`config.mk`:
```
export PLATFORM = sky130hd
export DESIGN_NAME = cet_cell
export DESIGN_NICKNAME = d
export VERILOG_FILES = /design/src/design/cet_pkg.sv /design/src/design/cet_cell.sv
export SDC_FILE = /design/constraint.sdc
export NUM_CORES = 1
export LEC_CHECK = 0
export BUFFER_PORTS_ARGS = -buffer_cell sky130_fd_sc_hd__buf_2
export CORE_UTILIZATION = 38
export CTS_CLUSTER_DIAMETER = 200
export DETAILED_ROUTE_END_ITERATION = 10
export GPL_TIMING_DRIVEN = 0
export PLACE_DENSITY_LB_ADDON = 0.2
export SETUP_SLACK_MARGIN = 0.15
export SYNTH_ARGS = -nofsm -noshare
export SYNTH_HDL_FRONTEND = slang
export SYNTH_SLANG_ARGS = --single-unit
```
`constraint.sdc`:
```
create_clock -name clk -period 0.8 [get_ports clk]
set_clock_uncertainty 0.05 [all_clocks]
set_input_delay 0.04 -clock clk [delete_from_list [all_inputs] [get_ports clk]]
set_output_delay 0.04 -clock clk [all_outputs]
set_load 0.005 [all_outputs]
```
`src/design/cet_pkg.sv`:
```
// Shared types and constants for the calorimeter event trigger filter.
`timescale 1ns / 1ps
package cet_pkg;

	localparam int MAX_STORED_DEF = 64;

	localparam int CFG_IDX_W  = 3;
	localparam int CFG_DATA_W = 16;

	localparam logic [CFG_IDX_W-1:0] CFG_MIN_E     = 3'd0;
	localparam logic [CFG_IDX_W-1:0] CFG_PHOTON    = 3'd1;
	localparam logic [CFG_IDX_W-1:0] CFG_ELECTRON  = 3'd2;
	localparam logic [CFG_IDX_W-1:0] CFG_PAIR_MASS = 3'd3;
	localparam logic [CFG_IDX_W-1:0] CFG_NBAR_MIN  = 3'd4;

	localparam logic [15:0] RST_MIN_E     = 16'd300;
	localparam logic [15:0] RST_PHOTON    = 16'd2200;
	localparam logic [15:0] RST_ELECTRON  = 16'd1000;
	localparam logic [11:0] RST_PAIR_MASS = 12'd350;
	localparam logic [7:0]  RST_NBAR_MIN  = 8'd2;

	// track distance in 1/16 sigma, dispersions in 1/256
	localparam logic [9:0]  TD_ONE_SIGMA  = 10'd16;
	localparam logic [9:0]  TD_TWO_SIGMA  = 10'd32;
	localparam logic [7:0]  NBAR_MIN_CELLS = 8'd2;
	localparam logic [11:0] NBAR_MIN_DISP = 12'd52;
	localparam logic [15:0] NBAR_MIN_E    = 16'd700;
	localparam logic [15:0] NBAR_SPLIT_E  = 16'd2000;
	localparam logic [12:0] NBAR_DSUM_LO  = 13'd1152;
	localparam logic [12:0] NBAR_DSUM_HI  = 13'd1024;

	typedef struct packed {
		logic        [15:0] e;
		logic signed [15:0] px;
		logic signed [15:0] py;
		logic signed [15:0] pz;
	} entry_t;

endpackage

```
`src/design/cet_cell.sv`:
```
// One store cell: holds one cluster and passes it to its neighbor on shift.
`timescale 1ns / 1ps
module cet_cell
	import cet_pkg::*;
(
	input  logic   clk,
	input  logic   shift_en,
	input  entry_t d,
	output entry_t q
);

	entry_t entry_q;

	always_ff @(posedge clk) begin
		if (shift_en) begin
			entry_q <= d;
		end
	end

	assign q = entry_q;

endmodule

```
Word-level counts from Yosys, hierarchy flattened. Cells that the tools add are included.

Multiply operators: 0. Divide/modulo/power cells: 0. $lt $le $gt $ge: 0. Muxes and demuxes: 0. Add/sub/neg operators: 0. Reduce and logical (&&, ||, !) cells: 0. Equality and inequality tests: 0. Shifts and indexed selects: 0. Bitwise gates (word level): 0.

Register bits: 64. Output and inout port bits: 64. Memory bits (writable): 0. Latch bits: 0. Input port bits: 66. Memories: 0. Logic and storage cells: 4. Bits in read-only memories: 0.

Longest topological paths before layout.
Word-level depth: 0. Gate-level depth with buffers: 0. Mapped depth without buffers: 0.

Worst setup path before layout. Ideal clock, no wire load.

Kind: flip-flop to output port. Start: reg entry_q (netlist bit q[0]). End: out q[0] (netlist name). Arrival time: 0.355 ns. Path slack: 0.355 ns. Cell stages (with the launch flop): 1. Buffers on the path: 0. Data required time: 0.710 ns. Cell sequence: edfxtp_1.

RTL lines: start, declared (RTL line cet_cell.sv:12) `entry_t entry_q;`; start signal, assigned (RTL line cet_cell.sv:16) `entry_q <= d;`; end, declared (RTL line cet_cell.sv:9) `output entry_t q`.

No word-level cell between the ends.

Final worst setup path.
Start: reg entry_q (netlist bit q[24]). End: out q[24] (netlist name).

No word-level cell between the ends.

==> impl_metrics.json <==
{
  "cp_data_arrival_time_ps": 870,
  "p_leak_uw": 0.00167,
  "critPathRequiredTime_ps": 710,
  "post-route-drc-count": 0,
  "h-tree-depth": 3,
  "multi_input_gates": 0,
  "final_util_pct": 73.7,
  "setup_tns_ps": -6680,
  "syn_area_um2": 1920,
  "fin_crit_sh_pct": 121,
  "globalRouteOverflowTotal": 0,
  "cts_made_buffers": 9,
  "cts_setup_buffers": 0,
  "status": "complete, but fails checks",
  "synth_cell_types": 1,
  "synth_seq_area_share_pct": 100,
  "synthTopCellsByArea": "edfxtp_1 (100%)",
  "start_util_pct": 40.2,
  "std_cell_rows": 25,
  "finalMaxSlewViolations": 0,
  "syn_area_per_cell_um2": 30.0,
  "failed_checks": "negative setup slack",
  "grt_max_degree": 65,
  "drt_iter0_markers": 33,
  "yosys_warnings": 0,
  "n_antenna_cell": 0,
  "nets": 334,
  "netlist_instances": 64,
  "place_area_um2": 2650,
  "fp.dieW_um": 73.1,
  "vias": 1412,
  "rsz0062_at_grt": "yes",
  "antenna_left": 0,
  "dp_cells": 260,
  "slowest_stage": "edfxtp_1",
  "endpoint_kind": "output port",
  "coreArea_um2": 4790,
  "cts_tree": "built",
  "gp_congestion": 0.663,
  "period_needed_ps": 965,
  "layout_common_cells": "buf_2 (128), edfxtp_1 (64), dlygate4sd3_1 (44), dlymetal6s4s_1 (20), clkbuf_8 (9)",
  "drv_cap": 0,
  "slew_headroom_pct": 62.9,
  "cts.clk_slew.worst_paths_ps": 60,
  "start_kind": "flop",
  "max_slew.worst_pin.slew_ps": 557,
  "power_density_nw_per_um2": 2070,
  "dieHeight_um": 73.1,
  "critical_path.max_stage_delay_ps": 410,
  "hold_violations": 0,
  "largest_reg_flops": 64,
  "grt_first_pass_wirelength_um": 6400,
  "cts_buffer_depth": 2,
  "hpwl_um": 2460,
  "final_layout_size_suffix_gt1_share_pct": 51.6,
  "fin_ws_ps": -165,
  "antenna_found_initial": 0,
  "portBuffers": 129,
  "wire_per_inst_um": 14.0,
  "syn-num-nets": 130,
  "drt_wl_total_um": 4770,
  "fin_cells": 340,
  "dr.pass1.iters": 4,
  "setup_viol": 64,
  "synth_top_area_cell": "edfxtp_1",
  "hold_class": "in2reg",
  "vdd_ir_drop_max_mv": 1.54,
  "grt_usage_pct": 17.5,
  "power.total_uw": 7320,
  "cts_root_buffer": "clkbuf_8",
  "synth_top_cell_area_share_pct": 100,
  "yosys_register_bits": 64,
  "stdcell_area_um2": 3530,
  "multiInputGateArea_um2": 0,
  "max_freq_mhz": 1040,
  "syn2layout_area_growth_pct": 83.5,
  "viasPerCell": 4.15,
  "dieArea_um2": 5350,
  "layout_commonest_cell": "buf_2",
  "crit_fanout": 1,
  "cts_sinks": 64,
  "path_buf_inv": 1,
  "critPathTopFamily": "flip-flops",
  "critical_path_class": "reg2out",
  "crit_path_cell_trace": "buf_2",
  "pin_count": 130,
  "grt_pass1_vias": 1396
}
-- synth_stat cells --
cell type / n
edfxtp_1: 64
-- area by class of cell --
| class | count | area [um2] |
|---|---|---|
| Fill cell | 302 | 1260 |
| Clock buffer | 11 | 131 |
| Timing Repair Buffer | 193 | 1340 |
| Sequential cell | 64 | 1920 |
| Clock inverter | 5 | 47.5 |
| Tap cell | 67 | 83.8 |
-- final timing paths --
| path | start | to | slack, ps | depth (start not counted) |
|---|---|---|---|---|
| setup / recovery | q[24]$_DFFE_PP_ | q[24] | -160 | 1 |
| hold / removal | d[26] | q[26]$_DFFE_PP_ | 20 | 2 |
-- through the flow --
stage                     hold WS, ps  setup slack [ps]
after detailed placement          168              -726
final                            21.2              -165
after global placement            166              -643
after CTS                        -162              -151
after floorplan                  88.9               355
after global routing             17.9              -203
-- timing repair --
item                                   CTS  global route
gates resized for setup                  2            20
endpoints found under the hold margin   64            14
setup endpoints to repair              128            84
hold buffers                            50            14
-- routing by layer --
layer / GRT usage [%] / up-vias / part of all wire (%)
met4: 9.80 / 0 / 1.7
met1: 17.0 / 647 / 34
met3: 7.18 / 10 / 8.6
li1: - / 671 / -
met2: 31.3 / 84 / 56
met5: 0 / - / 0
-- cells by family after synthesis --
group       synth area share [%]
flip-flops                   100
-- report_power, final --
part | internal [uW] | total, uW | switching (uW)
logic | 494 | 775 | 282
registers | 3990 | 4050 | 65.2
clock network | 1410 | 2490 | 1080
total | 5890 | 7320 | 1430
Power figures use the tool's default switching activity.
