[src/design/cet_pkg.sv]
// Shared types and constants for the calorimeter event trigger filter.
`timescale 1ns / 1ps
package cet_pkg;

	localparam int MAX_STORED_DEF = 64;

	localparam int CFG_IDX_W  = 3;
	localparam int CFG_DATA_W = 16;

	localparam logic [CFG_IDX_W-1:0] CFG_MIN_E     = 3'd0;
	localparam logic [CFG_IDX_W-1:0] CFG_PHOTON    = 3'd1;
	localparam logic [CFG_IDX_W-1:0] CFG_ELECTRON  = 3'd2;
	localparam logic [CFG_IDX_W-1:0] CFG_PAIR_MASS = 3'd3;
	localparam logic [CFG_IDX_W-1:0] CFG_NBAR_MIN  = 3'd4;

	localparam logic [15:0] RST_MIN_E     = 16'd300;
	localparam logic [15:0] RST_PHOTON    = 16'd2200;
	localparam logic [15:0] RST_ELECTRON  = 16'd1000;
	localparam logic [11:0] RST_PAIR_MASS = 12'd350;
	localparam logic [7:0]  RST_NBAR_MIN  = 8'd2;

	// track distance in 1/16 sigma, dispersions in 1/256
	localparam logic [9:0]  TD_ONE_SIGMA  = 10'd16;
	localparam logic [9:0]  TD_TWO_SIGMA  = 10'd32;
	localparam logic [7:0]  NBAR_MIN_CELLS = 8'd2;
	localparam logic [11:0] NBAR_MIN_DISP = 12'd52;
	localparam logic [15:0] NBAR_MIN_E    = 16'd700;
	localparam logic [15:0] NBAR_SPLIT_E  = 16'd2000;
	localparam logic [12:0] NBAR_DSUM_LO  = 13'd1152;
	localparam logic [12:0] NBAR_DSUM_HI  = 13'd1024;

	typedef struct packed {
		logic        [15:0] e;
		logic signed [15:0] px;
		logic signed [15:0] py;
		logic signed [15:0] pz;
	} entry_t;

endpackage

[src/design/cet_mass.sv]
// Pipelined pair mass-squared check of a probe cluster against stored clusters.
`timescale 1ns / 1ps
module cet_mass
	import cet_pkg::*;
(
	input  logic        clk,
	input  logic        arst_n,
	input  logic        in_valid,
	input  entry_t      stored,
	input  entry_t      probe,
	input  logic [23:0] thr,
	output logic        hit
);

	logic               v_s1, v_s2, v_s3;
	logic        [16:0] se_s1;
	logic signed [16:0] sx_s1, sy_s1, sz_s1;
	logic        [33:0] se2_s2;
	logic        [33:0] sx2_s2, sy2_s2, sz2_s2;
	logic signed [35:0] a_s3, b_s3;
	logic signed [36:0] m;

	always_ff @(posedge clk or negedge arst_n) begin
		if (!arst_n) begin
			v_s1 <= 1'b0;
			v_s2 <= 1'b0;
			v_s3 <= 1'b0;
		end else begin
			v_s1 <= in_valid;
			v_s2 <= v_s1;
			v_s3 <= v_s2;
		end
	end

	always_ff @(posedge clk) begin
		se_s1  <= {1'b0, stored.e} + {1'b0, probe.e};
		sx_s1  <= 17'(stored.px) + 17'(probe.px);
		sy_s1  <= 17'(stored.py) + 17'(probe.py);
		sz_s1  <= 17'(stored.pz) + 17'(probe.pz);
		se2_s2 <= se_s1 * se_s1;
		sx2_s2 <= 34'(sx_s1 * sx_s1);
		sy2_s2 <= 34'(sy_s1 * sy_s1);
		sz2_s2 <= 34'(sz_s1 * sz_s1);
		a_s3   <= $signed({2'b00, se2_s2}) - $signed({2'b00, sx2_s2});
		b_s3   <= $signed({2'b00, sy2_s2}) + $signed({2'b00, sz2_s2});
	end

	assign m   = 37'(a_s3) - 37'(b_s3);
	assign hit = v_s3 && (m > $signed({13'd0, thr}));

endmodule

[config.mk]
export PLATFORM = sky130hd
export DESIGN_NAME = cet_mass
export DESIGN_NICKNAME = d
export VERILOG_FILES = /design/src/design/cet_pkg.sv /design/src/design/cet_mass.sv
export SDC_FILE = /design/constraint.sdc
export NUM_CORES = 2
export LEC_CHECK = 0
export BUFFER_PORTS_ARGS = -buffer_cell sky130_fd_sc_hd__buf_2
export CAP_MARGIN = 20
export CORE_MARGIN = 5
export CORE_UTILIZATION = 45
export DETAILED_ROUTE_END_ITERATION = 10
export SLEW_MARGIN = 20
export SYNTH_ARGS = -nofsm -noshare
export SYNTH_HDL_FRONTEND = slang
export SYNTH_SLANG_ARGS = --single-unit
export TNS_END_PERCENT = 1
[constraint.sdc]
create_clock -name clk -period 7.4 [get_ports clk]
set_clock_uncertainty 0.1 [all_clocks]
set_input_delay 0.74 -clock clk [delete_from_list [all_inputs] [get_ports clk]]
set_output_delay 0.74 -clock clk [all_outputs]
set_load 0.02 [all_outputs]
## Yosys cells after proc, flatten, opt, wreduce, memory -nomap -nowiden

Index checks and enable logic that the tools add are counted.

| storage, ports and cells | value |
|---|---|
| input bits | 155 |
| flip-flop bits (word level) | 277 |
| output and inout port bits | 1 |
| logic and storage cells | 26 |

| cells by class | value |
|---|---|
| multiply operators | 4 |
| add/subtract/negate cells | 7 |
| reduce and logical (&&, ||, !) cells | 1 |
| $lt $le $gt $ge | 1 |

Operators by type and width:

| operator | number |
|---|---|
| $mul 17x17->34 | 4 |
| $add 16x16->17 | 4 |
| $gt 37x25->1 | 1 |
| $sub 35x36->37 | 1 |
| $add 34x34->35 | 1 |
| $sub 34x34->35 | 1 |
| $logic_and 1x1->1 | 1 |

## Logic depth before layout (Yosys ltp)

| depth | value |
|---|---|
| depth after elaboration | 3 |
| gate-level depth with buffers | 26 |
| depth with buffers taken out | 25 |

## Worst setup path after synthesis

Ideal clock, no wire load.

| timing | value |
|---|---|
| kind | reg2reg |
| from | register sz_s1[2] |
| to | register sz2_s2[31] |
| stages on the path, launching flop included | 24 |
| data arrival time | 6.409 ns |
| path buffers | 2 |
| required time | 7.177 ns |
| slack | 0.767 ns |
| clock period less this slack | 6.633 ns |
| library setup time | 0.123 ns |
| cell sequence | dfxtp_1 > clkbuf_1 > clkbuf_1 > nand2_1 > fa_1 > inv_1 > fa_1 > inv_1 > fa_1 > fa_1 > fa_1 > fa_1 > inv_1 > ha_1 > and3_1 > and2_1 > a41oi_1 > o21ai_0 > o41ai_1 > o221ai_1 > or3_1 > a31oi_1 > o21bai_1 > xor2_1 |

| between the ends | value |
|---|---|
| word-level cells in the longest chain between the ends | 1 |

RTL lines:

| element | line | RTL |
|---|---|---|
| from (decl) | cet_mass.sv:17 | `logic signed [16:0] sx_s1, sy_s1, sz_s1;` |
| from (signal assigned) | cet_mass.sv:39 | `sz_s1 <= 17'(stored.pz) + 17'(probe.pz);` |
| $mul 17x17->34 | cet_mass.sv:43 | `sz2_s2 <= 34'(sz_s1 * sz_s1);` |
| to (signal assigned) | cet_mass.sv:43 |  |
| to (decl) | cet_mass.sv:19 | `logic [33:0] sx2_s2, sy2_s2, sz2_s2;` |

Every way passes these cells.

## Worst setup path in the final report

| timing | value |
|---|---|
| from | register a_s3[0] |
| to | output port hit |

| between the ends | value |
|---|---|
| word-level cells in the longest chain between the ends | 3 |

RTL lines:

| element | line | RTL |
|---|---|---|
| from (decl) | cet_mass.sv:20 | `logic signed [35:0] a_s3, b_s3;` |
| from (signal assigned) | cet_mass.sv:44 | `a_s3 <= $signed({2'b00, se2_s2}) - $signed({2'b00, sx2_s2});` |
| $sub 35x36->37 | cet_mass.sv:48 | `assign m = 37'(a_s3) - 37'(b_s3);` |
| $gt 37x25->1 | cet_mass.sv:49 | `assign hit = v_s3 && (m > $signed({13'd0, thr}));` |
| $logic_and 1x1->1 | cet_mass.sv:49 |  |
| to (decl) | cet_mass.sv:12 | `output logic hit` |

Every way passes these cells.

==> reports/qor_table.md <==
| Parameter | This run |
|:---|:---|
| Clock latency of the later-clocked register in the worst-skew pair | 0.62 ns |
| Detailed Place HPWL | 99430 µm |
| Worst-case clock buffer depth | 3 |
| Antenna diode count | 0 |
| Post-synth design cell area | 51260 µm² |
| Async set or reset register ratio after synthesis | 1.099% |
| Max Clock Freq | 141.1 MHz |
| Count of standard-cell rows | 123 |
| Endpoints failing setup | 0 |
| Worst min-delay path class | primary input to register |
| Worst-margin pin slew | 0.8327 ns |
| Routed vias | 35.45k |
| Flops & latches, synth | 273 |
| Worst path required time | 6.56 ns |
| IO Pins | 156 |
| Minimum setup slack after placement | 0.2628 ns |
| Number of flops mapped to enable cells by yosys | 0 |
| Cell with the most instances after synthesis | sky130_fd_sc_hd__inv_1 |
| Status | finished, final reports clean |
| Most frequently used flop master after synthesis | sky130_fd_sc_hd__dfxtp_1 |
| Count of synthesis-stage warnings from yosys | 0 |
| Vias in the first global route | 38.18k |
| Post-synth cell types | 70 |
| Starting density of the core | 45.44% |
| Die width | 347.5 µm |
| Maximum single-stage delay on the critical path | 0.49 ns |
| Final cycle utilization of the critical path | 95.81% |
| WL/cell | 15.77 µm |
| Final wirelength | 114400 µm |
| Number of max-cap violations | 0 |
| Startpoint class of the critical path | register |
| Area growth syn-to-layout | 8.053% |
| Share of the synthesized area in the top cell type | 38.86% |
| Worst-path fanout max | 3 |
| Critical path cell sequence | inv_1, ha_1, inv_1, fa_1, a21oi_2, o211a_1, o211ai_1, a211oi_2, o21ai_0, a21o_1, a21oi_1, xnor2_1, ha_1, nand4_1, nor2_1, nand4_1, nand2_1, o2111ai_1, nor4_2, o221ai_1, or4_1, or4_1, o31a_1, buf_2 |
| Hold WS | 0.1418 ns |
| Number of nets produced by synthesis | 7281 |
| Critical-path top delay cell | sky130_fd_sc_hd__or4_1 |
| Remaining max-slew budget at the tightest pin | 44.41% |
| Root cell of the clock tree | sky130_fd_sc_hd__clkbuf_16 |
| Synthesized area per cell | 9.219 µm² |
| Final global-route overflow total | 0 |
| Die area | 120800 µm² |
| Synth area leader | sky130_fd_sc_hd__fa_1 |
| Maximum number of pins on one net before global-route repair | 21 |
| Drc violations | 0 |
| Clock tree from TritonCTS | yes |
| Biggest area contributors in the synthesized netlist | sky130_fd_sc_hd__fa_1 (39%), sky130_fd_sc_hd__ha_1 (14%), sky130_fd_sc_hd__inv_1 (11%) |
| Number of antenna violations at the first check in global routing | 1 |
| Global-route usage over all layers | 19.55% |
| Number of clock sinks | 273 |
| Max Transition Viols Final | 0 |
| Min Clock Period, post-route | 7.090 ns |
| Final hold viol count | 0 |
| Fin nets | 7448 |
| First-iteration detailed-routing DRC count | 1630 |
| Length of the first detailed-routing pass in iterations | 7 |
| Commonest cells in the synthesized netlist | sky130_fd_sc_hd__inv_1 (1444), sky130_fd_sc_hd__fa_1 (995), sky130_fd_sc_hd__ha_1 (571), sky130_fd_sc_hd__nand2_1 (397), sky130_fd_sc_hd__dfxtp_1 (270) |
| Critical path data arrival time | 6.25 ns |
| Number of instances in the synthesized netlist | 5560 |
| Kind of critical path | register to primary output |
| Total negative slack for setup checks | 0 ns |
| Category of the worst setup path capture point | primary output |
| Maximum level of the CTS H-tree | 2 |
| Floorplan core area | 112800 µm² |
| Via density per instance | 4.886 |
| Global-route wire length before repair | 193900 µm |
| Sequential share of the synthesized area | 10.69% |
| Setup slack of the most critical reg-to-reg path | 0.44 ns |
| Die boundary height | 347.5 µm |
| Setup repair after global routing missed its margin | no |
| Remaining number of nets flagged by the antenna check after routing | 0 |
| Buffers on Ports | 155 |
| Fraction of layout cells with a size suffix above 1 | 6.047% |
| Clock slew at the register clock pins of the worst setup and hold paths | 0.06 ns |
| Total CTS buffers | 38 |
| Final RePlAce weighted congestion | 0.8829 |
| Final WS setup | 0.3103 ns |
[critical path: cells and delay by family (launching register included)]
family / cells / cell delay [ns]
XOR/XNOR: 1 / 0.09
AND/OR/NAND/NOR: 7 / 1.71
AO/OA/AOI/OAI: 10 / 2.28
buffers and inverters: 3 / 0.35
adder cells (fa/ha/maj): 3 / 0.90
flip-flops: 1 / 0.30
[cell families (layout without fill, tap and decap cells)]
logic type               count (synthesis)  after routing  synth area share, %
flip-flops                             273            273                10.69
buffers and inverters                 1553           1748                11.40
AND/OR/NAND/NOR                       1183           1183                11.22
multiplexers                            14             14               0.2807
adder cells (fa/ha/maj)               1566           1566                52.80
XOR/XNOR                               288            288                4.921
AO/OA/AOI/OAI                          683            683                8.688
[layout make-up]
type                            count  area [µm²]
Multi-Input combinational cell   3734       39940
Fill cell                       10696       57420
Tap cell                         1500        1877
Timing Repair Buffer              236        1386
Inverter                         1444        5420
Sequential cell                   273        5483
Clock buffer                       49        1052
Clock inverter                     19       224.0
[layer usage]
layer	part of all wire [%]	global-route usage [%]	vias up	wire, µm
li1	-	-	17318	-
met3	4.1	2.594	132	4671
met5	0	0	-	0
met2	46	32.18	576	52970
met4	2.2	4.118	0	2539
met1	47	27.85	17425	54200
[worst paths after layout]
check / from / endpoint / cells after the start
max in group asynchronous: arst_n / v_s3$_DFF_PN0_ / 2
hold reg to reg: v_s1$_DFF_PN0_ / v_s2$_DFF_PN0_ / 0
hold / removal: in_valid / v_s1$_DFF_PN0_ / 1
setup / recovery: a_s3[0]$_DFF_P_ / hit / 24
setup reg to reg: sz_s1[9]$_DFF_P_ / sz2_s2[33]$_DFF_P_ / 22
min in group asynchronous: arst_n / v_s2$_DFF_PN0_ / 2
[sequential cells by signal, summed over array words and instances (netlist names)]
signal and cells:
sy2_s2 33, se2_s2 33, sx_s1 17, sy_s1 17, a_s3 35, b_s3 35
sz_s1 17, v_s2 1, se_s1 17, v_s3 1, v_s1 1, sx2_s2 33
sz2_s2 33
[metrics by stage]
step	utilization, %	instance area, µm²	instances
floorplan	-	51260	5560
global placement	47.94	54070	7184
detailed placement	47.94	54070	7184
CTS	49.08	55360	7253
global route	49.10	55390	7255
finish	49.10	55390	7255
[repair_timing]
| action | in CTS | in global routing |
|---|---|---|
| buffers inserted | 0 | 2 |
| gates resized for setup | 0 | 4 |
| hold buffers | 1 | 0 |
| endpoints found under the hold margin | 3 | 0 |
| setup endpoints to repair | 0 | 3 |
[placed cells by master, fill, tap and decap left out, types with 51 or more instances in the layout]
| cell | instances |
|---|---|
| sky130_fd_sc_hd__nor2b_1 | 77 |
| sky130_fd_sc_hd__xnor2_1 | 228 |
| sky130_fd_sc_hd__a21oi_1 | 201 |
| sky130_fd_sc_hd__nand3_1 | 62 |
| sky130_fd_sc_hd__nor3_1 | 51 |
| sky130_fd_sc_hd__a21o_1 | 99 |
| sky130_fd_sc_hd__buf_2 | 155 |
| sky130_fd_sc_hd__nor2_1 | 220 |
| sky130_fd_sc_hd__ha_1 | 571 |
| sky130_fd_sc_hd__fa_1 | 995 |
| sky130_fd_sc_hd__buf_4 | 80 |
| sky130_fd_sc_hd__dfxtp_1 | 268 |
| sky130_fd_sc_hd__nand2_1 | 397 |
| sky130_fd_sc_hd__and2_1 | 236 |
| sky130_fd_sc_hd__xor2_1 | 60 |
| sky130_fd_sc_hd__inv_1 | 1444 |
| sky130_fd_sc_hd__o21ai_0 | 122 |
Power is left out: the tool's default activity adds up to more than one toggle a clock period on the data nets, which glitch-free logic cannot reach.
